### src/hw/rtl/imc_pkg.sv
// Shared types, constants and mod-97 helper functions for the IBAN checker.
// Used by every module of the block; depends on nothing else.
`default_nettype none

package imc_pkg;

	localparam int CHAR_W = 8;
	localparam int CFG_W = 7;
	localparam int REM_W = 7;
	localparam int VAL_W = 6;
	localparam int STATUS_W = 2;

	localparam int DEF_HEAD_CHARS = 4;
	localparam int DEF_COUNT_BOUND = 127;
	localparam int DEF_QUEUE_DEPTH = 4;

	localparam logic [CFG_W-1:0] MIN_LENGTH_RESET = 7'd15;
	localparam logic [CFG_W-1:0] MAX_LENGTH_RESET = 7'd34;

	localparam logic [CHAR_W-1:0] CH_SPACE = 8'h20;
	localparam logic [CHAR_W-1:0] CH_ZERO = 8'h30;
	localparam logic [CHAR_W-1:0] CH_NINE = 8'h39;
	localparam logic [CHAR_W-1:0] CH_UPPER_A = 8'h41;
	localparam logic [CHAR_W-1:0] CH_UPPER_Z = 8'h5A;
	localparam logic [CHAR_W-1:0] CH_LOWER_A = 8'h61;
	localparam logic [CHAR_W-1:0] CH_LOWER_Z = 8'h7A;
	localparam logic [CHAR_W-1:0] CASE_OFFSET = 8'h20;
	localparam logic [CHAR_W-1:0] LETTER_BIAS = 8'd10;

	localparam logic [REM_W-1:0] REM_ONE = 7'd1;

	// Register indexes on the configuration port.
	localparam logic REG_MIN_LENGTH = 1'b0;
	localparam logic REG_MAX_LENGTH = 1'b1;

	typedef enum logic [1:0] {
		K_LETTER,
		K_DIGIT,
		K_SPACE,
		K_BAD
	} kind_t;

	typedef enum logic [STATUS_W-1:0] {
		ST_VALID      = 2'd0,
		ST_BAD_LENGTH = 2'd1,
		ST_BAD_CHAR   = 2'd2,
		ST_MISMATCH   = 2'd3
	} status_t;

	// One classified character as it travels from the front to the back.
	typedef struct packed {
		kind_t             kind;
		logic [VAL_W-1:0]  val;
		logic              head;
		logic              last;
		logic              len_bad;
	} char_item_t;

	// Remainder modulo 97 of a value below 97 * 97 + 97. The quotient comes from a
	// reciprocal that never overestimates, so one correction step is enough.
	function automatic logic [REM_W-1:0] mod97(input logic [13:0] x);
		logic [23:0] prod;
		logic [6:0]  quot;
		logic [13:0] rem;
		prod = {10'd0, x} * 24'd675;
		quot = prod[22:16];
		rem = x - ({7'd0, quot} * 14'd97);
		if (rem >= 14'd97) begin
			rem = rem - 14'd97;
		end
		return rem[REM_W-1:0];
	endfunction

	// Folds one character into a remainder. A letter is two decimal digits, and
	// 100 is 3 modulo 97; a digit is one decimal digit.
	function automatic logic [REM_W-1:0] fold_rem(input logic [REM_W-1:0] rem,
			input kind_t kind, input logic [VAL_W-1:0] val);
		logic [13:0] x;
		x = {7'd0, rem};
		unique case (kind)
			K_LETTER: x = ({7'd0, rem} * 14'd3) + {8'd0, val};
			K_DIGIT:  x = ({7'd0, rem} * 14'd10) + {8'd0, val};
			default:  x = {7'd0, rem};
		endcase
		return mod97(x);
	endfunction

endpackage

`default_nettype wire

### src/hw/rtl/imc_back.sv
// Back end of the IBAN checker: folds classified characters into the mod-97
// remainders and grades each finished string. Depends on imc_pkg.
`default_nettype none

module imc_back (
	input  wire logic                   clk,
	input  wire logic                   arst_n,
	input  wire logic                   item_valid,
	output logic                        item_ready,
	input  wire imc_pkg::char_item_t    item,
	output logic                        m_tvalid,
	input  wire logic                   m_tready,
	output logic                        is_valid,
	output logic [imc_pkg::STATUS_W-1:0] status
);
	import imc_pkg::*;

	// The leading characters are folded on their own, together with the power of
	// ten they span; at the end of the string they are appended in one step as
	// rem * scale + head_rem.
	logic [REM_W-1:0] rem_q;
	logic [REM_W-1:0] head_rem_q;
	logic [REM_W-1:0] head_scale_q;
	logic             bad_q;

	logic [REM_W-1:0] rem_nx;
	logic [REM_W-1:0] head_rem_nx;
	logic [REM_W-1:0] head_scale_nx;
	logic             bad_nx;

	logic             valid_s2;
	logic [REM_W-1:0] rem_s2;
	logic [REM_W-1:0] head_rem_s2;
	logic [REM_W-1:0] head_scale_s2;
	logic             bad_s2;
	logic             len_bad_s2;

	logic             valid_s3;
	logic [13:0]      total_s3;
	logic             bad_s3;
	logic             len_bad_s3;

	logic             out_valid_q;
	status_t          status_q;
	status_t          status_nx;
	logic             adv;
	logic             pop;

	// The whole pipeline moves when the output register is free or being taken.
	assign adv = !out_valid_q || m_tready;
	assign item_ready = adv;
	assign pop = item_valid && adv;

	always_comb begin
		rem_nx = rem_q;
		head_rem_nx = head_rem_q;
		head_scale_nx = head_scale_q;
		bad_nx = bad_q;
		if (item.head) begin
			head_rem_nx = fold_rem(head_rem_q, item.kind, item.val);
			head_scale_nx = fold_rem(head_scale_q, item.kind, '0);
			if (item.kind == K_SPACE || item.kind == K_BAD) begin
				bad_nx = 1'b1;
			end
		end else begin
			rem_nx = fold_rem(rem_q, item.kind, item.val);
			if (item.kind == K_BAD) begin
				bad_nx = 1'b1;
			end
		end
	end

	always_ff @(posedge clk or negedge arst_n) begin
		if (!arst_n) begin
			rem_q <= '0;
			head_rem_q <= '0;
			head_scale_q <= REM_ONE;
			bad_q <= 1'b0;
			valid_s2 <= 1'b0;
			valid_s3 <= 1'b0;
			out_valid_q <= 1'b0;
		end else if (adv) begin
			valid_s2 <= pop && item.last;
			valid_s3 <= valid_s2;
			out_valid_q <= valid_s3;
			if (pop) begin
				if (item.last) begin
					rem_q <= '0;
					head_rem_q <= '0;
					head_scale_q <= REM_ONE;
					bad_q <= 1'b0;
				end else begin
					rem_q <= rem_nx;
					head_rem_q <= head_rem_nx;
					head_scale_q <= head_scale_nx;
					bad_q <= bad_nx;
				end
			end
		end
	end

	always_comb begin
		priority if (len_bad_s3) begin
			status_nx = ST_BAD_LENGTH;
		end else if (bad_s3) begin
			status_nx = ST_BAD_CHAR;
		end else if (mod97(total_s3) != REM_ONE) begin
			status_nx = ST_MISMATCH;
		end else begin
			status_nx = ST_VALID;
		end
	end

	always_ff @(posedge clk) begin
		if (adv) begin
			rem_s2 <= rem_nx;
			head_rem_s2 <= head_rem_nx;
			head_scale_s2 <= head_scale_nx;
			bad_s2 <= bad_nx;
			len_bad_s2 <= item.len_bad;
			total_s3 <= ({7'd0, rem_s2} * {7'd0, head_scale_s2}) + {7'd0, head_rem_s2};
			bad_s3 <= bad_s2;
			len_bad_s3 <= len_bad_s2;
			status_q <= status_nx;
		end
	end

	assign m_tvalid = out_valid_q;
	assign status = status_q;
	assign is_valid = status_q == ST_VALID;

endmodule

`default_nettype wire

### config.mk
export PLATFORM = sky130hd
export DESIGN_NAME = imc_back
export DESIGN_NICKNAME = d
export VERILOG_FILES = /design/src/hw/rtl/imc_pkg.sv /design/src/hw/rtl/imc_back.sv
export SDC_FILE = /design/constraint.sdc
export NUM_CORES = 1
export LEC_CHECK = 0
export CAP_MARGIN = 20
export CELL_PAD_IN_SITES_DETAIL_PLACEMENT = 1
export CELL_PAD_IN_SITES_GLOBAL_PLACEMENT = 1
export CORE_MARGIN = 8
export CORE_UTILIZATION = 40
export DETAILED_ROUTE_END_ITERATION = 8
export DONT_BUFFER_PORTS = 1
export PLACE_DENSITY_LB_ADDON = 0.2
export SLEW_MARGIN = 20
export SYNTH_ARGS = -nofsm -noshare
export SYNTH_HDL_FRONTEND = slang
export SYNTH_SLANG_ARGS = --single-unit
### constraint.sdc
create_clock -name clk -period 11.6 [get_ports clk]
set_clock_uncertainty 0.05 [all_clocks]
set_input_delay 0.58 -clock clk [delete_from_list [all_inputs] [get_ports clk]]
set_output_delay 0.58 -clock clk [all_outputs]
set_load 0.02 [all_outputs]
After elaboration in Yosys (flattened, before gate mapping):

Cells that the tools add are included.

* register bits: 66
* bits of input ports: 15
* output and inout bits: 5
* word-level logic and storage cells: 84

* add/sub/neg operators: 13
* multiply operators: 15
* magnitude comparators: 4
* eq/ne operators: 4
* mux-type cells: 24
* reduce and logical (&&, ||, !) cells: 8

Operators with widths (count)
* 14-bit by 10-bit multiplier with 23-bit output, second input constant: 4
* 7-bit 2-to-1 mux: 12
* 14-bit by 7-bit greater-or-equal comparator with 1-bit output, second input constant: 4
* 7-bit by 7-bit multiplier with 14-bit output, second input constant: 4
* 14-bit subtractor: 4
* 12-bit case mux with 2 select lines: 2
* 14-bit 2-to-1 mux: 3
* 7-bit by 3-bit multiplier with 10-bit output, second input constant: 3
* 7-bit subtractor, second input constant: 4
* 7-bit by 2-bit multiplier with 9-bit output, second input constant: 3
* 11-bit by 6-bit adder with 12-bit output: 2
* 11-bit case mux with 2 select lines: 1
* 9-bit by 6-bit adder with 10-bit output: 2
* 14-bit by 7-bit adder with 14-bit output: 1
* 7-bit by 7-bit multiplier with 14-bit output: 1
* 7-bit by 1-bit inequality test with 1-bit output, second input constant: 1
* 2-bit == test, second input constant: 2
* 2-bit zero test: 2
* 1-bit 2-to-1 mux: 4
* 2-bit 2-to-1 mux: 2
* 2-bit by 1-bit == test with 1-bit output, second input constant: 1
* 1-bit logical AND: 2
* 1-bit logical OR: 2
* 2-bit AND reduction: 1
* 1-bit zero test: 1

Logic depth before layout (Yosys ltp):

Gate-level depths: netlist (run 1).

* depth in word-level cells: 11
* depth in mapped cells: 45
* gate-level depth less buffers: 44

Least setup slack after synthesis (run 1):

No wires, ideal clock.

* path kind: input to register
* from: input port item[4] (netlist name)
* to: register head_rem_s2[2], data pin
* setup time: 256 ps
* arrival: 9902 ps
* required time: 11294 ps
* slack: 1392 ps
* stages: 40
* buffers on the path: 0
* cells stage by stage: fa_1 > ha_1 > fa_1 > a21oi_1 > nor2_1 > nor2_1 > o21bai_1 > a21oi_1 > xnor2_1 > nor2_1 > a211oi_1 > ha_1 > inv_1 > fa_1 > inv_1 > ha_1 > ha_1 > ha_1 > [4 not listed] > o21ai_0 > or3_1 > a21oi_1 > o21ba_2 > xnor2_1 > ha_1 > ha_1 > fa_1 > ha_1 > inv_1 > ha_1 > nand2_1 > a211oi_1 > o221ai_1 > a2111oi_2 > nand3_4 > a21o_2 > a31o_2

* word-level cells in the longest chain between the ends: 9
* elaborated cells between the ends (all ways): 11
* classes of those cells: add/sub (4); mul (2); order compare (1); mux (4)

Ends and longest elaborated chain
* start: declaration: RTL line imc_back.sv:10 `input wire imc_pkg::char_item_t item,`
* 11-bit by 6-bit adder with 12-bit output or 9-bit by 6-bit adder with 10-bit output (tied branches): RTL line imc_pkg.sv:82, imc_pkg.sv:81
* 12-bit case mux with 2 select lines (*): RTL line imc_pkg.sv:80 `unique case (kind)`
* 14-bit 2-to-1 mux (*): RTL line imc_back.sv:59 `if (item.head) begin`
* 14-bit by 10-bit multiplier with 23-bit output: RTL line imc_pkg.sv:65 `prod = {10'd0, x} * 24'd675;`
* 7-bit by 7-bit multiplier with 14-bit output: RTL line imc_pkg.sv:67 `rem = x - ({7'd0, quot} * 14'd97);`
* 14-bit subtractor (*): RTL line imc_pkg.sv:67
* 14-bit by 7-bit greater-or-equal comparator with 1-bit output or 7-bit subtractor (tied branches): RTL line imc_pkg.sv:68, imc_pkg.sv:69
* 7-bit 2-to-1 mux (*): RTL line imc_pkg.sv:68 `if (rem >= 14'd97) begin`
* 7-bit 2-to-1 mux (*): RTL line imc_back.sv:59
* via head_rem_nx[2]: RTL line imc_back.sv:27 `logic [REM_W-1:0] head_rem_nx;`
* end signal: assignment: RTL line imc_back.sv:117 `head_rem_s2 <= head_rem_nx;`
* end: declaration: RTL line imc_back.sv:33 `logic [REM_W-1:0] head_rem_s2;`

Mark *: on every way through the listed nets, which the timed path passes. The rest lies on a longest branch. The select of a mux whose other input is x is not followed.
A chain may end at the register's enable or synchronous reset.

Final worst setup path (run 1):

* from: register rem_q[1]
* to: register rem_s2[2], data pin

* word-level cells in the longest chain between the ends: 10
* elaborated cells between the ends (all ways): 13
* classes of those cells: add/sub (4); mul (4); order compare (1); mux (4)

Ends and longest elaborated chain
* start: declaration: RTL line imc_back.sv:21 `logic [REM_W-1:0] rem_q;`
* start signal: assignment: RTL line imc_back.sv:93 `rem_q <= rem_nx;`
* 7-bit by 3-bit multiplier with 10-bit output or 7-bit by 2-bit multiplier with 9-bit output (tied branches): RTL line imc_pkg.sv:82, imc_pkg.sv:81
* 11-bit by 6-bit adder with 12-bit output or 9-bit by 6-bit adder with 10-bit output (tied branches): RTL line imc_pkg.sv:82, imc_pkg.sv:81
* 12-bit case mux with 2 select lines (*): RTL line imc_pkg.sv:80
* 14-bit 2-to-1 mux (*): RTL line imc_back.sv:59
* 14-bit by 10-bit multiplier with 23-bit output: RTL line imc_pkg.sv:65
* 7-bit by 7-bit multiplier with 14-bit output: RTL line imc_pkg.sv:67
* 14-bit subtractor (*): RTL line imc_pkg.sv:67
* 14-bit by 7-bit greater-or-equal comparator with 1-bit output or 7-bit subtractor (tied branches): RTL line imc_pkg.sv:68, imc_pkg.sv:69
* 7-bit 2-to-1 mux (*): RTL line imc_pkg.sv:68
* 7-bit 2-to-1 mux (*): RTL line imc_back.sv:59
* via rem_nx[2]: RTL line imc_back.sv:26 `logic [REM_W-1:0] rem_nx;`
* end signal: assignment: RTL line imc_back.sv:116 `rem_s2 <= rem_nx;`
* end: declaration: RTL line imc_back.sv:32 `logic [REM_W-1:0] rem_s2;`

Marked as above.

==> results of run 1 <==
per-layer routing:
metal	share of wire	vias up	GRT usage
met5	0.00027	-	0
li1	-	7684	-
met2	0.52	114	0.330
met4	0.014	2	0.0331
met1	0.45	7612	0.207
met3	0.022	42	0.0201
worst register-to-register path, delay by kind of cell (launching register included):
kind                     cells  cell delay (ns)
adder cells (fa/ha/maj)     14             5.12
XOR/XNOR                     2             0.33
flip-flops                   1             0.56
AO/OA/AOI/OAI               14             3.36
buffers and inverters        5             0.23
AND/OR/NAND/NOR              7             1.02
state kept, by name, indices dropped and copies added, names as in the netlist, 2 cells and up:
register	cells
total_s3	14
head_rem_q	7
head_rem_s2	7
head_scale_q	7
head_scale_s2	7
rem_q	7
rem_s2	7
status	2
cell usage in the layout, fill, tap and decap left out, drive strengths merged, types with 29 or more instances in the layout:
cell type,count
ha,552
inv,462
fa,159
a21oi,111
nor2,103
nand2,97
xnor2,92
o21ai,72
edfxtp,41
and2,39
a21o,38
nor3,36
xor2,35
nand3,29
stage by stage:
step / instances / setup slack [ns] / hold WS [ns] / area (um2) / utilization
6_report: 2939 / 0.658 / 0.0229 / 21300 / 0.427
5_1_grt: 2939 / 0.0282 / 0.00595 / 21300 / 0.427
4_1_cts: 2939 / 0.423 / 0.00723 / 21300 / 0.427
3_5_place_dp: 2921 / 0.432 / 0.238 / 21000 / 0.421
3_3_place_gp: 2921 / 0.837 / 0.238 / 21000 / 0.421
2_1_floorplan: 2257 / 1.39 / 0.234 / 20100 / -
cell families (layout without fill, tap and decap cells):
kind of cell | count (synthesis) | count (layout) | synth area share
AOI/OAI and AO/OA | 405 | 405 | 0.136
xor gates and xnor gates | 128 | 128 | 0.0566
adders and majority gates | 711 | 711 | 0.503
buffers and inverters | 488 | 498 | 0.0914
DFF | 66 | 66 | 0.0927
muxes | 28 | 28 | 0.0146
other | 2 | 14 | 0.000375
and+or+nand+nor | 417 | 417 | 0.105
how the worst min path moves through the flow:
stage               startpoint         endpoint  slack, ns  cells past startpoint
finish                  arst_n  head_scale_q[0]       0.02                      0
global route            arst_n  head_scale_q[0]      0.006                      0
CTS                     arst_n  head_scale_q[0]      0.007                      0
detailed placement      arst_n    head_rem_q[4]       0.24                      0
global placement        arst_n    head_rem_q[5]       0.24                      0
floorplan               arst_n            bad_q       0.23                      0
cell type report:
cell class | instances | share of cell area
repair buffers | 22 | 0.00846
clock buffers | 9 | 0.0106
inverters | 460 | 0.0811
multi-input cells | 1703 | 0.771
flip-flops and latches | 66 | 0.0872
well taps | 672 | 0.0395
clock inverters | 7 | 0.00247
what timing repair did:
| item | 4_1_cts | 5_1_grt |
|---|---|---|
| buffers inserted | 0 | 0 |
| gates resized for setup | 0 | 4 |
| hold buffers | 2 | 0 |
| hold endpoints to repair | 24 | 0 |
| setup endpoints to repair | 0 | 3 |
==> reports/qor.yml, run 1 <==
outcome: "completed"
multi_input_area_um2: 16400
first_global_vias: 17000
synth_top_area_cell: "ha_1"
slowest_delay_ns: 0.57
yosysSeqAreaShare: 0.0927
die_w_um: 240
totalWireLength_um: 48000
antenna_cells: 0
grt_start_max_net_pins: 53
end_kind: "flop"
crit_path_end: "rem_s2[2]"
globalplace.congestion: 0.851
synth_warnings: 0
final_antenna_net_count: 0
io_pins: 20
hpwl_um: 42100
clockBufferDepth: 2
antenna_found_initial: 2
grt_pass1_wl_um: 82800
drc: 0
gr-total-overflow: 0
arrival_ns: 10.96
register_area_um2: 1860
syn2layout_area_growth_pct: 6.24
clk_latency_ns: 0.34
rows: 82
fmax_mhz: 91.4
async_flop_share: 0.379
fillers: 5942
drt_iter0_markers: 393
avgSynthCellArea_um2: 8.93
hp-class: "input pin to async pin"
synth-seq-cells: 66
vias: 15500
maxCapViolCount: 0
synth.distinct_cells: 80
rsz0062_at_grt: "no"
cp-startpoint: "rem_q[1]"
numCtsBuffers: 9
drt_first_pass_iters: 5
dieArea_um2: 57500
path_buf_inv: 5
rr_worst_depth: 42
viasPerCell: 5.26
slew_headroom: 0.479
wl_per_cell_um: 16.3
cts.sinks: 66
cts_root_buffer: "clkbuf_16"
synthTopCellsByCount: "ha_1, inv_1, fa_1, a21oi_1, nor2_1"
maxSlewViolCount: 0
ff2ff_setup_slack_ns: 0.66
drive_above_1_share: 0.0304
ys.flop_type: "edfxtp_1"
slowest_stage: "a2111oi_1"
start_util: 0.402
synth_edf_count: 41
die_h_um: 240
reg2reg_to: "rem_s2[2]"
gr-usage-all-layers: 0.173
netlist.area_leader.share: 0.345
synthCells: 2245
crit_fanout: 13
path_class: "flop to flop"
htreeDepth: 3
syn_area_um2: 20000
start_kind: "flop"
nets: 2988
clk_pin_slew_ns: 0.06
period_minus_slack_ns: 10.94
fp.coreArea_um2: 49900
post-synth-top-count-cell: "ha_1"
path_depth: 42
synthTopCellsByArea: "ha_1, fa_1, inv_1"
port_buffers: 0
tightest_slew_ns: 0.772
reg2reg_from: "rem_q[1]"
crit_family: "adder cells"
fin_crit_sh: 0.943
required_ns: 11.61
hold_viol: 0
setup_viol: 0
setup_tns_ns: 0
path_common_cell: "ha_1"
cts_tree: "built"
Power of run 1 is not shown: default switching activity piles up to over one toggle a cycle in this logic, so the estimate is an artifact.
==> run 2, diff against run 1 <==
==> constraint.sdc (replaced) <==
create_clock -name clk -period 13.3 [get_ports clk]
set_clock_uncertainty 0.05 [all_clocks]
set_input_delay 0.665 -clock clk [delete_from_list [all_inputs] [get_ports clk]]
set_output_delay 0.665 -clock clk [all_outputs]
set_load 0.02 [all_outputs]
==> run 2 against run 1 <==
  * Global-route usage is 0.13 points higher
  * Non-clock buffer count is 14 lower
  * Final area is 0.44% lower
  * Flip-flop and latch count stayed put
  * Routed wire length is 0.76% higher
  * Worst hold slack better by 0.058 ns
  * Core utilization is 0.19 points lower
  * Largest cell class unchanged
==> reports/qor.yml, run 2 (same netlist as run 1, synthesis figures left out) <==
io_pins: 20
tightest_slew_ns: 1.01
fp.coreArea_um2: 49900
slowest_delay_ns: 0.80
port_buffers: 0
hold_viol: 0
vias: 15400
setup_tns_ns: 0
largest_reg_flops: 14
rsz0062_at_grt: "no"
cts_root_buffer: "clkbuf_16"
crit_fanout: 7
gr-usage-all-layers: 0.174
final_cell_mix: "ha_1, inv_1, fa_1, a21oi_1, nor2_1"
outcome: "completed"
end_kind: "flop"
arrival_ns: 11.34
path_buf_inv: 3
antenna_cells: 0
start_util: 0.402
maxCapViolCount: 0
die_w_um: 240
htreeDepth: 3
dp_cells: 2908
post_cts_buffers: 0
grt_start_max_net_pins: 53
dieArea_um2: 57500
drt_first_pass_iters: 5
clockBufferDepth: 2
die_h_um: 240
globalplace.congestion: 0.844
multi_input_area_um2: 16400
reg2reg_from: "head_rem_q[3]"
final_common_cell: "ha_1"
clk_latency_ns: 0.35
numCtsBuffers: 9
register_area_um2: 1860
drc: 0
clk_pin_slew_ns: 0.07
fin_crit_sh: 0.848
reg2reg_to: "head_rem_s2[2]"
ff2ff_setup_slack_ns: 2.02
path_common_cell: "ha_1"
hp-class: "input pin to async pin"
fillers: 5950
hpwl_um: 42600
setup_viol: 0
slew_headroom: 0.324
required_ns: 13.36
nets: 2974
period_minus_slack_ns: 11.28
drive_above_1_share: 0.0240
rows: 82
fmax_mhz: 88.7
gr-total-overflow: 0
totalWireLength_um: 48400
final_antenna_net_count: 0
antenna_found_initial: 1
first_global_vias: 17000
grt_pass1_wl_um: 83000
stdcell_count: 2925
start_kind: "flop"
drt_iter0_markers: 421
rr_worst_depth: 38
place_ws_ns: 1.85
path_class: "flop to flop"
maxSlewViolCount: 0
largest_register: "total_s3"
slowest_stage: "a2111oi_2"
viasPerCell: 5.27
setup_ws_ns: 2.02
syn2layout_area_growth_pct: 5.77
cts.sinks: 66
timing.hold.ws_ns: 0.0813
crit_family: "adder cells"
wl_per_cell_um: 16.5
cts_tree: "built"
run 2: area by class of cell:
| class | count | area share |
|---|---|---|
| clock buffers | 9 | 0.0106 |
| clock inverters | 7 | 0.00360 |
| inverters | 460 | 0.0814 |
| multi-input cells | 1703 | 0.774 |
| flip-flops and latches | 66 | 0.0876 |
| well taps | 672 | 0.0397 |
| repair buffers | 8 | 0.00342 |
run 2: metal layers:
layer | wire length (um) | up-vias | track usage | part of all wire
met3 | 1070 | 41 | 0.0214 | 0.022
met2 | 25100 | 99 | 0.331 | 0.52
met5 | 13 | - | 0 | 0.00027
met1 | 21600 | 7618 | 0.208 | 0.45
li1 | - | 7652 | - | -
met4 | 648 | 2 | 0.0346 | 0.013
run 2: worst reg2reg max path, delay by kind of cell, from the launching register on:
kind	cells	cell delay (ns)
compound gates	10	2.70
xor+xnor	2	0.36
fa+ha+maj	15	5.01
buf+inv	3	0.13
flops	1	0.56
simple gates	8	2.21
run 2: timing repair:
| item | CTS | global route |
|---|---|---|
| hold buffers | 1 | 0 |
| gates resized for setup | 0 | 0 |
| endpoints found under the hold margin | 24 | 0 |
run 2: how the worst max path moves through the flow:
stage	from	end	slack [ns]	cells after the start
2_1_floorplan	item[4]	head_rem_s2[2]	3.01	40
3_3_place_gp	item[4]	head_rem_s2[2]	2.22	40
6_report	head_rem_q[3]	head_rem_s2[2]	2.02	38
4_1_cts	head_rem_q[3]	head_rem_s2[2]	1.90	38
5_1_grt	rem_q[1]	rem_s2[2]	1.23	43
3_5_place_dp	item[4]	head_rem_s2[2]	1.85	40
run 2: stage by stage:
step | utilization | area [um2]
6_report | 0.425 | 21200
5_1_grt | 0.425 | 21200
4_1_cts | 0.425 | 21200
3_5_place_dp | 0.419 | 20900
3_3_place_gp | 0.419 | 20900
2_1_floorplan | - | 20100
Power of run 2 is left out for the same reason.
==> run 3, diff against run 2 <==
--- a/config.mk
+++ b/config.mk
@@ -5,6 +5,7 @@
 export SDC_FILE = /design/constraint.sdc
 export NUM_CORES = 1
 export LEC_CHECK = 0
+export ABC_AREA = 1
 export CAP_MARGIN = 20
 export CELL_PAD_IN_SITES_DETAIL_PLACEMENT = 1
 export CELL_PAD_IN_SITES_GLOBAL_PLACEMENT = 1
==> constraint.sdc (replaced) <==
create_clock -name clk -period 10.9 [get_ports clk]
set_clock_uncertainty 0.05 [all_clocks]
set_input_delay 0.545 -clock clk [delete_from_list [all_inputs] [get_ports clk]]
set_output_delay 0.545 -clock clk [all_outputs]
set_load 0.02 [all_outputs]
==> run 3 against run 2 <==
  * Worst setup slack lost 1.3 ns
  * Critical endpoint unchanged
  * Sequential share of layout area shrank 0.65 points
  * Worst hold slack improved by 0.18 ns
  * Synthesized cell count is 29% higher
  * Via count up 18%
  * First-iteration DRC count is 3.6% higher
  * Global-route usage is 0.60 points higher
  * Core utilization rose by 0.13 points
  * Flip-flop and latch count unchanged
  * Final area is 8.0% higher
==> reports/qor.yml, run 3 <==
reg2reg_to: "head_rem_s2[2]"
final_common_cell: "inv_1"
reg2reg_from: "head_rem_q[1]"
synthCells: 2885
required_ns: 10.94
place_ws_ns: 0.443
drc: 0
end_kind: "flop"
die_h_um: 249
cts_root_buffer: "clkbuf_16"
nets: 3628
fp.coreArea_um2: 53700
synth_top_area_cell: "ha_1"
drive_above_1_share: 0.0375
final_antenna_net_count: 0
start_util: 0.403
drt_iter0_markers: 436
viasPerCell: 5.04
gr-usage-all-layers: 0.180
clk_pin_slew_ns: 0.06
setup_ws_ns: 0.724
cts.sinks: 66
clk_latency_ns: 0.34
synthTopCellsByArea: "ha_1, fa_1, inv_1"
synth-seq-cells: 66
avgSynthCellArea_um2: 7.51
arrival_ns: 10.22
die_w_um: 249
register_area_um2: 1860
fin_crit_sh: 0.934
largest_reg_flops: 14
maxSlewViolCount: 0
maxCapViolCount: 0
multi_input_area_um2: 17300
netlist.area_leader.share: 0.319
cp-startpoint: "head_rem_q[1]"
hp-class: "input pin to flop"
globalplace.congestion: 0.844
antenna_cells: 0
fillers: 6743
hold_viol: 0
rsz0062_at_grt: "no"
path_common_cell: "ha_1"
final_cell_mix: "inv_1, ha_1, nand2_1, nor2_1, fa_1"
stdcell_count: 3603
first_global_vias: 19800
syn_area_um2: 21700
totalWireLength_um: 55300
synth.distinct_cells: 58
rr_worst_depth: 45
io_pins: 20
drt_first_pass_iters: 4
synth_warnings: 0
numCtsBuffers: 9
slowest_delay_ns: 0.59
fmax_mhz: 98.3
async_flop_share: 0.379
timing.hold.ws_ns: 0.260
syn2layout_area_growth_pct: 5.74
gr-total-overflow: 0
dieArea_um2: 61900
setup_tns_ns: 0
cts_tree: "built"
period_minus_slack_ns: 10.18
grt_start_max_net_pins: 46
synthTopCellsByCount: "inv_1, ha_1, nand2_1, nor2_1, fa_1"
setup_viol: 0
yosysSeqAreaShare: 0.0858
rows: 85
dp_cells: 3585
antenna_found_initial: 1
ff2ff_setup_slack_ns: 0.72
crit_fanout: 8
wl_per_cell_um: 15.4
tightest_slew_ns: 1.05
htreeDepth: 3
synth_edf_count: 41
path_class: "flop to flop"
ys.flop_type: "edfxtp_1"
port_buffers: 0
slowest_stage: "fa_1"
post-synth-top-count-cell: "inv_1"
slew_headroom: 0.296
start_kind: "flop"
clockBufferDepth: 2
largest_register: "total_s3"
grt_pass1_wl_um: 94600
hpwl_um: 49700
vias: 18200
crit_path_end: "head_rem_s2[2]"
outcome: "completed"
## run 3: cell types whose count changed in the layout (fill, tap and decap cells not counted), moves of 21 or more
cell     change
inv_1      +206
nand3_1    +115
xnor2_1     -62
a21oi_1     +28
nor2_1      +87
nand2_1    +427
nor3_1      -21
xor2_1      +41
## run 3: cell families after synthesis
group	Yosys count	share of synthesized area
compound gates	317	0.0843
xor+xnor	112	0.0470
fa+ha+maj	711	0.466
buf+inv	694	0.121
flops	66	0.0858
other cells	2	0.000347
simple gates	983	0.196
## run 3: layout make-up
type,instances,share of cell area
flip-flops and latches,66,0.0811
repair buffers,10,0.00393
well taps,696,0.0380
clock buffers,11,0.0102
clock inverters,5,0.00240
multi-input cells,2137,0.753
inverters,678,0.111
## run 3: worst max-delay path: cells and delay by family (launching register included)
kind | cells | cell delay, ns
compound gates | 9 | 1.94
xor+xnor | 1 | 0.19
fa+ha+maj | 14 | 5.15
buf+inv | 8 | 0.60
flops | 1 | 0.49
simple gates | 13 | 1.45
## run 3: routing by layer
layer	wire [um]	part of all wire	GRT usage
met5	12	0.00022	0
met4	684	0.012	0.0301
met3	1700	0.031	0.0261
met2	26700	0.48	0.324
met1	26200	0.47	0.230
## run 3: how the worst min path moves through the flow
stage / start / endpoint / slack [ns] / depth (start not counted)
4_1_cts: item[0] / len_bad_s2 / 0.25 / 0
3_5_place_dp: arst_n / m_tvalid / 0.20 / 0
3_3_place_gp: arst_n / m_tvalid / 0.20 / 0
6_report: item[0] / len_bad_s2 / 0.26 / 0
5_1_grt: item[0] / len_bad_s2 / 0.25 / 0
2_1_floorplan: arst_n / bad_q / 0.20 / 0
## run 3: timing repair
action	4_1_cts	5_1_grt
resized for setup	0	7
setup buffers	0	0
hold endpoints to repair	24	0
hold buffers	2	0
endpoints found under the setup margin	0	14
## run 3: per-stage QoR
stage	utilization	area, um2
finish	0.426	22900
global route	0.426	22900
CTS	0.426	22900
detailed placement	0.420	22600
global placement	0.420	22600
floorplan	-	21700
Power of run 3 is left out for the same reason.
